===== config.mk =====
export PLATFORM = sky130hd
export DESIGN_NAME = csr_iter
export DESIGN_NICKNAME = d
export VERILOG_FILES = /design/src/rtl/csr_pkg.sv /design/src/rtl/csr_iter.sv
export SDC_FILE = /design/constraint.sdc
export NUM_CORES = 1
export LEC_CHECK = 0
export CORE_ASPECT_RATIO = 2
export CORE_MARGIN = 1
export CORE_UTILIZATION = 59
export CTS_CLUSTER_DIAMETER = 150
export DETAILED_ROUTE_END_ITERATION = 10
export DONT_BUFFER_PORTS = 1
export PLACE_DENSITY = 0.78
export RECOVER_POWER = 50
export SETUP_SLACK_MARGIN = 0.4
export SLEW_MARGIN = 20
export SYNTH_ARGS = -nofsm -noshare
export SYNTH_HDL_FRONTEND = slang
export SYNTH_SLANG_ARGS = --single-unit

===== constraint.sdc =====
create_clock -name clk -period 4 [get_ports clk]
set_input_delay 0.6 -clock clk [delete_from_list [all_inputs] [get_ports clk]]
set_output_delay 0.6 -clock clk [all_outputs]
set_load 0.1 [all_outputs]

===== src/rtl/csr_pkg.sv =====
// Shared types, constants and rounding helper for the Chebyshev series
// reconstruction block. No dependencies.
`timescale 1ns / 1ps
package csr_pkg;

    // accumulator width for the series sum
    localparam int SUMW = 48;

    // pi in Q.29
    localparam logic signed [31:0] PI_Q29 = 32'sd1686629713;
    localparam logic signed [31:0] ONE_Q30 = 32'sd1073741824;

    // request codes
    localparam logic REQ_LOAD = 1'b0;
    localparam logic REQ_EVAL = 1'b1;

    // control word to the iterative root / divide unit
    typedef struct packed {
        logic start;
        logic is_sqrt;
    } iter_ctrl_t;

    // v / 2^s rounded half away from zero
    function automatic logic signed [64:0] rnd_shift(input logic signed [64:0] v,
                                                     input int s);
        logic        neg;
        logic [65:0] mag;
        logic [65:0] half;
        begin
            neg  = v[64];
            mag  = neg ? (66'd0 - {v[64], v}) : {1'b0, v};
            half = 66'd1 << (s - 1);
            mag  = (mag + half) >> s;
            rnd_shift = neg ? (65'sd0 - $signed(mag[64:0])) : $signed(mag[64:0]);
        end
    endfunction

endpackage


===== src/rtl/csr_iter.sv =====
// Bit-serial unit: 32-step integer square root or restoring divide,
// sharing one compare/subtract. Depends on csr_pkg.
`timescale 1ns / 1ps
module csr_iter
    import csr_pkg::*;
(
    input  logic        clk,
    input  logic        rst_n,
    input  iter_ctrl_t  ctrl,
    input  logic [32:0] rem_init,
    input  logic [63:0] src_init,
    input  logic [30:0] divisor,
    output logic        done,
    output logic [31:0] result
);

    logic        busy_reg;
    logic        done_reg;
    logic        sqrt_reg;
    logic [4:0]  cnt_reg;
    logic [32:0] rem_reg;
    logic [31:0] root_reg;
    logic [63:0] src_reg;

    logic [34:0] rem_sh;
    logic [34:0] trial;
    logic        ge;
    logic [34:0] diff;

    // shift in one digit and try the subtract
    always_comb
    begin
        if (sqrt_reg)
        begin
            rem_sh = {rem_reg, src_reg[63:62]};
            trial  = {1'b0, root_reg, 2'b01};
        end
        else
        begin
            rem_sh = {1'b0, rem_reg, src_reg[63]};
            trial  = {4'b0, divisor};
        end
        ge   = rem_sh >= trial;
        diff = rem_sh - trial;
    end

    // control
    always_ff @(posedge clk or negedge rst_n)
    begin
        if (!rst_n)
        begin
            busy_reg <= 1'b0;
            done_reg <= 1'b0;
            cnt_reg  <= '0;
        end
        else
        begin
            done_reg <= 1'b0;
            if (ctrl.start)
            begin
                busy_reg <= 1'b1;
                cnt_reg  <= '0;
            end
            else if (busy_reg)
            begin
                cnt_reg <= cnt_reg + 5'd1;
                if (cnt_reg == 5'd31)
                begin
                    busy_reg <= 1'b0;
                    done_reg <= 1'b1;
                end
            end
        end
    end

    // datapath
    always_ff @(posedge clk)
    begin
        if (ctrl.start)
        begin
            sqrt_reg <= ctrl.is_sqrt;
            rem_reg  <= rem_init;
            src_reg  <= src_init;
            root_reg <= '0;
        end
        else if (busy_reg)
        begin
            rem_reg  <= ge ? diff[32:0] : rem_sh[32:0];
            root_reg <= {root_reg[30:0], ge};
            src_reg  <= sqrt_reg ? {src_reg[61:0], 2'b00} : {src_reg[62:0], 1'b0};
        end
    end

    assign done   = done_reg;
    assign result = root_reg;

endmodule


==> flow_summary.toml <==
[logic_synthesis]
ys_ff_latch = 137
ys_warn_count = 0
synth_ff_type = "edfxtp_1"
syn_area_um2 = 9280
synth_async_sr_flop_share = 0.05109
ys_types = 68
postSynthAreaPerCell_um2 = 9.627
synth_seq_area_share = 0.4050
synth-edff-count = 98
syn_inst = 964
synth_nets = 1133

[place]
placed_cells = 1150
gp_congestion = 0.9929
io_buffers = 0
place_hpwl_um = 18000

[layout]
final_common_cell = "mux2i_1"
ff_latch_area_um2 = 3760
layout_common_cells = "mux2i_1, nand2_1, edfxtp_1"
multi_input_area_um2 = 5608
num-fill-cells = 1221
post-route-util = 0.7060
final_nets = 1160
largest_reg_flops = 64
area_growth_pct = 16.35
drive_gt1_frac = 0.1873
fin_cells = 1202
antenna_cells = 0

[worst_setup_path]
crit_type = "reg -> reg"
cp.arrival_ns = 3.78
crit_required_ns = 4.16
end_kind = "register"
crit_path_max_fanout = 14
start_kind = "register"

[power]
total_power_mw = 8.408
powerDensity_nw_per_um2 = 778.7
ir_worst_vdd_v = 0.0004519
p_leak_nw = 4.415

[clock_tree]
cts_root_buf = "clkbuf_16"
path_clk_slew_ns = 0.06
cts_max_path_buffers = 2
cts-buffers-inserted = 17
cts_tree = "done"
insertion_delay_ns = 0.42
cts.htree.levels = 4
clkSinkCount = 137

[global_route]
grt_pass1_vias = 7802
grt-ovfl-total = 0
grtUsageMet1 = 0.3001
busiest_layer = "met2"
grt_max_degree = 217
grt_pass1_wl_um = 38740
grt_util_met3 = 0.06034
grtUsageMet2 = 0.5726
grt_use_total = 0.3065
antenna_found_initial = 0

[status]
status = "complete, but fails checks"
violations = "capacitance limit, slew limit"

[routing]
dr.pass1.iters = 6
wirelength_um = 26030
first_iter_violations = 418
drc = 0
vias = 7802
ant_nets = 0
via_per_inst = 6.491
wl_per_cell_um = 21.65

[timing]
fmax_mhz = 276.3
period_share = 0.9047
grt_setup_unrepaired = "yes"
tightest_slew_ns = 2.784
period_minus_slack_ns = 3.619
drv_slew = 40
worst_hold_slack_ns = 0.2592
fin_tns_setup_ns = 0
slew_headroom = -0.8557
setup_viol = 0
fin_worst_skew_ns = 0.01248
hold_viol = 0

[floorplan]
rows = 64
fp.dieW_um = 90.68
die-area_um2 = 16260
boundaryPins = 165
start_util = 0.6068
die_h_um = 179.4
core_um2 = 15290

[hold_path]
hold_class = "in -> reg"

[job]
maxCapViolCount = 1
-- routing by layer --
metal | wire (µm) | vias to the layer above
li1 | - | 3635
met2 | 13780 | 364
met3 | 1524 | 135
met1 | 8905 | 3668
met4 | 1815 | 0
met5 | 0 | -
-- repair_timing --
item	4_1_cts	5_1_grt
endpoints found under the setup margin	31	33
setup buffers	4	11
cloned	2	2
gates resized for setup	11	88
hold buffers	1	0
hold endpoints to repair	7	0
pin swaps	1	22
-- critical path, cell delays in order, from the launching register on --
cell and delay, ns:
edfxtp_1 0.40, buf_4 0.16, buf_12 0.14, buf_6 0.15, or2_2 0.32, ha_1 0.21, inv_1 0.07, fa_1 0.24
a21oi_1 0.14, o211ai_1 0.23, nand2_1 0.15, o311ai_1 0.54, xnor2_1 0.21, nor2_1 0.07, a221o_1 0.31
-- metrics by stage --
step	instance area (µm²)	worst slack (ns)
finish	10800	0.3811
global placement	9684	0.2256
detailed placement	9684	0.1434
CTS	10420	0.3882
floorplan	9321	0.3466
global route	10800	0.3702
-- where the power goes --
| group | switching, mW | total, mW | internal [mW] |
|---|---|---|---|
| clock network | 0.614 | 1.59 | 0.979 |
| logic | 2.76 | 4.78 | 2.02 |
| registers | 0.159 | 2.03 | 1.87 |
-- synthesized netlist by cell type, types with 8 or more instances --
cell	count	area, µm²
mux2i_1	126	1261
nand2_1	110	412.9
edfxtp_1	98	2943
o21ai_0	88	440.4
nor2_1	77	289.0
a21oi_1	46	230.2
clkbuf_1	39	146.4
ha_1	36	450.4
mux2_2	33	371.6
dfxtp_1	32	640.6
nor3_1	23	115.1
buf_2	21	105.1
xnor2_1	19	166.4
nand4_1	14	87.58
a31oi_1	13	81.33
xor2_1	12	105.1
a21o_1	11	82.58
nand3_1	11	55.05
inv_1	10	37.54
nor4_1	10	62.56
a221o_1	9	90.09
o21a_1	8	60.06
-- worst paths after layout --
kind | from | to | slack, ns | depth (start not counted)
max in group asynchronous | rst_n | busy_reg | 3.21 | 1
min in group asynchronous | rst_n | cnt_reg[3] | 0.51 | 1
setup reg to reg | sqrt_reg | rem_reg[12] | 0.38 | 14
hold / removal | ctrl[1] | result[27] | 0.26 | 1
hold reg to reg | cnt_reg[4] | cnt_reg[4] | 0.54 | 2
setup / recovery | sqrt_reg | rem_reg[12] | 0.38 | 14
-- cell families after synthesis --
| group | Yosys count | share of synthesized area |
|---|---|---|
| and+or+nand+nor | 284 | 0.1387 |
| AOI/OAI and AO/OA | 234 | 0.1603 |
| muxes | 159 | 0.1759 |
| DFF | 137 | 0.4050 |
| buffers and inverters | 82 | 0.04004 |
| adders and majority gates | 37 | 0.05069 |
| xor gates and xnor gates | 31 | 0.02926 |
-- area by class of cell --
class	instances	area share
timing repair buffer	79	0.05145
clock inverter	12	0.01379
multi-input combinational	745	0.5193
inverter	11	0.003824
tap	198	0.02294
clock buffer	20	0.04044
sequential	137	0.3482
(Power assumes the default switching activity.)
