==> config.mk <==
export PLATFORM = sky130hd
export DESIGN_NAME = csr_mul
export DESIGN_NICKNAME = d
export VERILOG_FILES = /design/src/rtl/csr_mul.sv
export SDC_FILE = /design/constraint.sdc
export NUM_CORES = 2
export LEC_CHECK = 0
export ABC_AREA = 1
export BUFFER_PORTS_ARGS = -buffer_cell sky130_fd_sc_hd__buf_2
export CORE_ASPECT_RATIO = 0.6
export CORE_MARGIN = 8
export CORE_UTILIZATION = 42
export CTS_BUF_LIST = sky130_fd_sc_hd__clkbuf_4 sky130_fd_sc_hd__clkbuf_8
export CTS_CLUSTER_DIAMETER = 100
export CTS_CLUSTER_SIZE = 30
export DETAILED_ROUTE_END_ITERATION = 16
export PLACE_DENSITY_LB_ADDON = 0.12
export SKIP_CTS_REPAIR_TIMING = 1
export SLEW_MARGIN = 10
export SYNTH_ARGS = -nofsm -noshare
export SYNTH_HDL_FRONTEND = slang
export SYNTH_SLANG_ARGS = --single-unit
==> constraint.sdc <==
create_clock -name clk -period 18.63 [get_ports clk]
set_input_delay 3.726 -clock clk [delete_from_list [all_inputs] [get_ports clk]]
set_output_delay 3.726 -clock clk [all_outputs]
set_load 0.005 [all_outputs]
==> src/rtl/csr_mul.sv <==
// Shared signed multiplier with a registered product.
// Depends on nothing but the clock.
`timescale 1ns / 1ps
module csr_mul (
    input  logic               clk,
    input  logic signed [32:0] a,
    input  logic signed [31:0] b,
    output logic signed [64:0] p_reg
);

    // one multiply per cycle, product registered at full width
    always_ff @(posedge clk)
    begin
        p_reg <= a * b;
    end

endmodule

==> results.txt <==
----------------------------------------------------
[Critical path]
  CP Max Fanout ... 32
  Crit path launch type ... input pin
  Arrival @ worst endpoint ... 11.87 ns
  CP endpoint kind ... register
  Path type of the worst setup path ... in -> reg
  Required @ worst endpoint ... 18.97 ns

[Route]
  Via count of the routed design ... 31.18k
  Count of TritonRoute iterations in the first routing pass ... 7
  Remaining design rule violation count ... 0
  Antenna Nets Post-Route ... 0
  Routed wirelength normalized by instance count ... 19.90 um
  DRC violation total after the first TritonRoute iteration ... 2540
  Detailed-route vias per instance ... 4.770
  Total wire length ... 130100 um

[Die]
  Chip Height ... 258.7 um
  Io pins ... 131
  Cell row count ... 89
  DIE WIDTH ... 420.6 um
  Total core area ... 0.09777 mm2
  Die Outline Area ... 0.1088 mm2
  Initial core utilization ... 42.18%

[Place]
  Routability cong. ... 0.9443
  Detailed placer's ending HPWL ... 110100 um
  Count of buffers inserted at the top-level ports ... 130

[Global routing]
  Total gr overflow ... 0
  Maximum number of pins on one net before global-route repair ... 35
  Via count of the first global-routing pass ... 33.51k
  Initial antenna violation count ... 9
  Global router's overall resource usage ... 24.92%
  First-pass GRT wire length ... 207900 um

[Clocking]
  Root cell of the clock tree ... sky130_fd_sc_hd__clkbuf_8
  Total CTS buffers ... 9
  H-tree depth ... 3
  Clock tree from TritonCTS ... done
  Register clock-pin slew on the reported worst setup and hold paths ... 0.09 ns
  Clock sink total ... 65
  Maximum clock path buffer count ... 2

[Worst hold path]
  Capture endpoint of the worst hold path ... p_reg[0]
  Worst hold start ... b[0]
  Number of cells traversed by the worst hold path ... 4
  Path type of the worst min-delay path ... in -> reg

[Finish]
  Share of post-route cells with drive strength above 1 ... 4.314%
  Flip-flop count of the largest register after layout ... 65
  Register area ... 0.001301 mm2
  Combined area of the multi-input logic cells ... 0.03254 mm2
  Final #Nets ... 6575
  Fillcell total ... 10.12k
  Area grow syn2layout ... 4.650%

[Timing]
  Final number of setup-violating endpoints ... 0
  Count of final hold-check violations ... 0
  Max-slew violation count ... 0
  Unrepaired setup endpoints after global routing ... no
  Transition at the pin with the smallest max-transition slack ... 1.109 ns
  Setup Total Neg Slack ... 0 ns
  Final period demand of the worst path ... 11.53 ns
  Ratio of final minimum period to clock period ... 61.87%
  Fmax ... 86.76 MHz
  Relative slew slack ... 26.07%

[Flow run]
  Max-capacitance violation count ... 0

[Logic synthesis]
  Mean post-synth cell area ... 7.834 um2
  Netlist cell types ... 35
  Post-synthesis instance total ... 5265
  Part of the Yosys area used for sequential elements ... 3.155%
  Post-synthesis sequential element count ... 65
  Netlist area before placement ... 0.04124 mm2
  Yosys synthesis warning count ... 0
  Synth Net Count ... 6629

[Status]
  Outcome ... finished, final reports clean

----------------------------------------------------
[kinds of logic after synthesis]
logic type / count (synthesis) / share of synthesized area, %
adders and majority gates: 1298 / 59.62
xor gates and xnor gates: 35 / 0.7432
and+or+nand+nor: 1798 / 17.25
buffers and inverters: 1973 / 17.96
AOI/OAI and AO/OA: 96 / 1.280
DFF: 65 / 3.155
[Yosys cell counts]
cell                       count  area [um2]
sky130_fd_sc_hd__inv_1      1744        6546
sky130_fd_sc_hd__nand2_1    1518        5698
sky130_fd_sc_hd__fa_1       1112       22260
sky130_fd_sc_hd__clkbuf_1    222       833.3
sky130_fd_sc_hd__ha_1        186        2327
sky130_fd_sc_hd__nor2_1      124       465.5
sky130_fd_sc_hd__nand3_1      76       380.4
sky130_fd_sc_hd__dfxtp_1      65        1301
sky130_fd_sc_hd__a21oi_1      61       305.3
sky130_fd_sc_hd__xor2_1       32       280.3
sky130_fd_sc_hd__nand4_1      21       131.4
sky130_fd_sc_hd__o21ai_0      15       75.07
sky130_fd_sc_hd__o21bai_1     14       105.1
sky130_fd_sc_hd__nand2_2      12       75.07
sky130_fd_sc_hd__nor2_2       10       62.56
sky130_fd_sc_hd__nand3_2       7       70.07
sky130_fd_sc_hd__nor3_1        5       25.02
sky130_fd_sc_hd__nor4_1        5       31.28
sky130_fd_sc_hd__or2_2         5       31.28
sky130_fd_sc_hd__buf_1         4       15.01
sky130_fd_sc_hd__nor3_2        4       40.04
sky130_fd_sc_hd__inv_2         3       11.26
sky130_fd_sc_hd__nand3b_1      3       22.52
sky130_fd_sc_hd__xnor2_1       3       26.28
sky130_fd_sc_hd__a21o_1        2       15.01
sky130_fd_sc_hd__and3_1        2       12.51
sky130_fd_sc_hd__nor2_4        2       22.52
sky130_fd_sc_hd__a21boi_0      1       7.510
sky130_fd_sc_hd__a21oi_2       1       8.760
sky130_fd_sc_hd__a31oi_1       1       6.260
sky130_fd_sc_hd__and2_1        1       6.260
sky130_fd_sc_hd__nand2_4       1       11.26
sky130_fd_sc_hd__nor3_4        1       16.27
sky130_fd_sc_hd__nor4_2        1       12.51
sky130_fd_sc_hd__o21ai_1       1       5.000
[critical path: stages]
cell and delay [ns]:
sky130_fd_sc_hd__buf_2 0.64, sky130_fd_sc_hd__nand2_1 0.21, sky130_fd_sc_hd__inv_1 0.17, sky130_fd_sc_hd__fa_1 0.45
sky130_fd_sc_hd__fa_1 0.49, sky130_fd_sc_hd__fa_1 0.75, sky130_fd_sc_hd__fa_1 1.10, sky130_fd_sc_hd__inv_1 0.42
sky130_fd_sc_hd__fa_1 0.59, sky130_fd_sc_hd__inv_1 0.05, sky130_fd_sc_hd__fa_1 0.53, sky130_fd_sc_hd__inv_1 0.05
sky130_fd_sc_hd__fa_1 0.48, sky130_fd_sc_hd__inv_1 0.06, sky130_fd_sc_hd__fa_1 0.46, sky130_fd_sc_hd__ha_1 0.49
sky130_fd_sc_hd__nand2_1 0.18, sky130_fd_sc_hd__nor2_1 0.20, sky130_fd_sc_hd__nand2_1 0.17, sky130_fd_sc_hd__nor4_1 0.30
sky130_fd_sc_hd__nand2_1 0.12, sky130_fd_sc_hd__nand3_1 0.09, sky130_fd_sc_hd__nand2_1 0.05, sky130_fd_sc_hd__nand2_1 0.06
[how the worst max path moves through the flow]
stage | from | endpoint | slack, ns | cells after the start
6_report | a[32] | p_reg[54] | 7.10 | 24
3_5_place_dp | a[32] | p_reg[53] | 6.72 | 23
4_1_cts | a[32] | p_reg[53] | 7.13 | 23
3_3_place_gp | a[32] | p_reg[53] | 6.75 | 23
5_1_grt | a[32] | p_reg[53] | 6.60 | 23
2_1_floorplan | b[7] | p_reg[62] | 8.10 | 26
[area by class of cell]
type	instances	area share [%]
diodes	1	0.005798
flip-flops and latches	65	3.015
inverters	1747	15.19
repair buffers	161	2.047
clock buffers	11	0.3363
multi-input cells	3227	75.38
well taps	1319	3.824
clock inverters	5	0.1971
[through the flow]
stage	cell area (um2)	instances	util, %	hold WS [ns]	worst slack (ns)
final	43160	6536	44.15	3.875	7.104
after global routing	43160	6536	44.15	3.894	6.600
after CTS	43160	6535	44.14	3.861	7.131
after detailed placement	42930	6519	43.91	4.106	6.723
after global placement	42930	6519	43.91	4.106	6.753
after floorplan	41240	5265	-	3.995	8.097
[cell usage in the layout, fill, tap and decap left out, types with 2 or more instances in the layout]
cell type                   count
sky130_fd_sc_hd__buf_4         31
sky130_fd_sc_hd__bufinv_16      2
sky130_fd_sc_hd__ha_1         186
sky130_fd_sc_hd__o21ai_0       15
sky130_fd_sc_hd__o21bai_1      14
sky130_fd_sc_hd__nor2_2        10
sky130_fd_sc_hd__nand3_1       76
sky130_fd_sc_hd__inv_1       1743
sky130_fd_sc_hd__a21o_1         2
sky130_fd_sc_hd__fa_1        1112
sky130_fd_sc_hd__nand2_1     1518
sky130_fd_sc_hd__nand2_2       12
sky130_fd_sc_hd__buf_2        130
sky130_fd_sc_hd__inv_6          2
sky130_fd_sc_hd__nor2_1       124
sky130_fd_sc_hd__nand4_1       21
sky130_fd_sc_hd__dfxtp_1       65
sky130_fd_sc_hd__nand3b_1       3
sky130_fd_sc_hd__nor3_1         5
sky130_fd_sc_hd__nor4_1         5
sky130_fd_sc_hd__nor3_2         4
sky130_fd_sc_hd__inv_2          4
sky130_fd_sc_hd__nor2_4         2
sky130_fd_sc_hd__or2_2          5
sky130_fd_sc_hd__a21oi_1       61
sky130_fd_sc_hd__nand3_2        7
sky130_fd_sc_hd__clkbuf_8      10
sky130_fd_sc_hd__xor2_1        32
sky130_fd_sc_hd__xnor2_1        3
sky130_fd_sc_hd__and3_1         2
[metal layers]
metal / track usage (%) / up-vias / routed length [um]
li1: - / 14200 / -
met3: 4.412 / 70 / 10950
met2: 34.65 / 1115 / 50950
met5: 0 / - / 40
met1: 41.02 / 15790 / 66640
met4: 2.898 / 6 / 1494
Power is not shown: default switching activity piles up to over one toggle a cycle in this logic, so the estimate is an artifact.
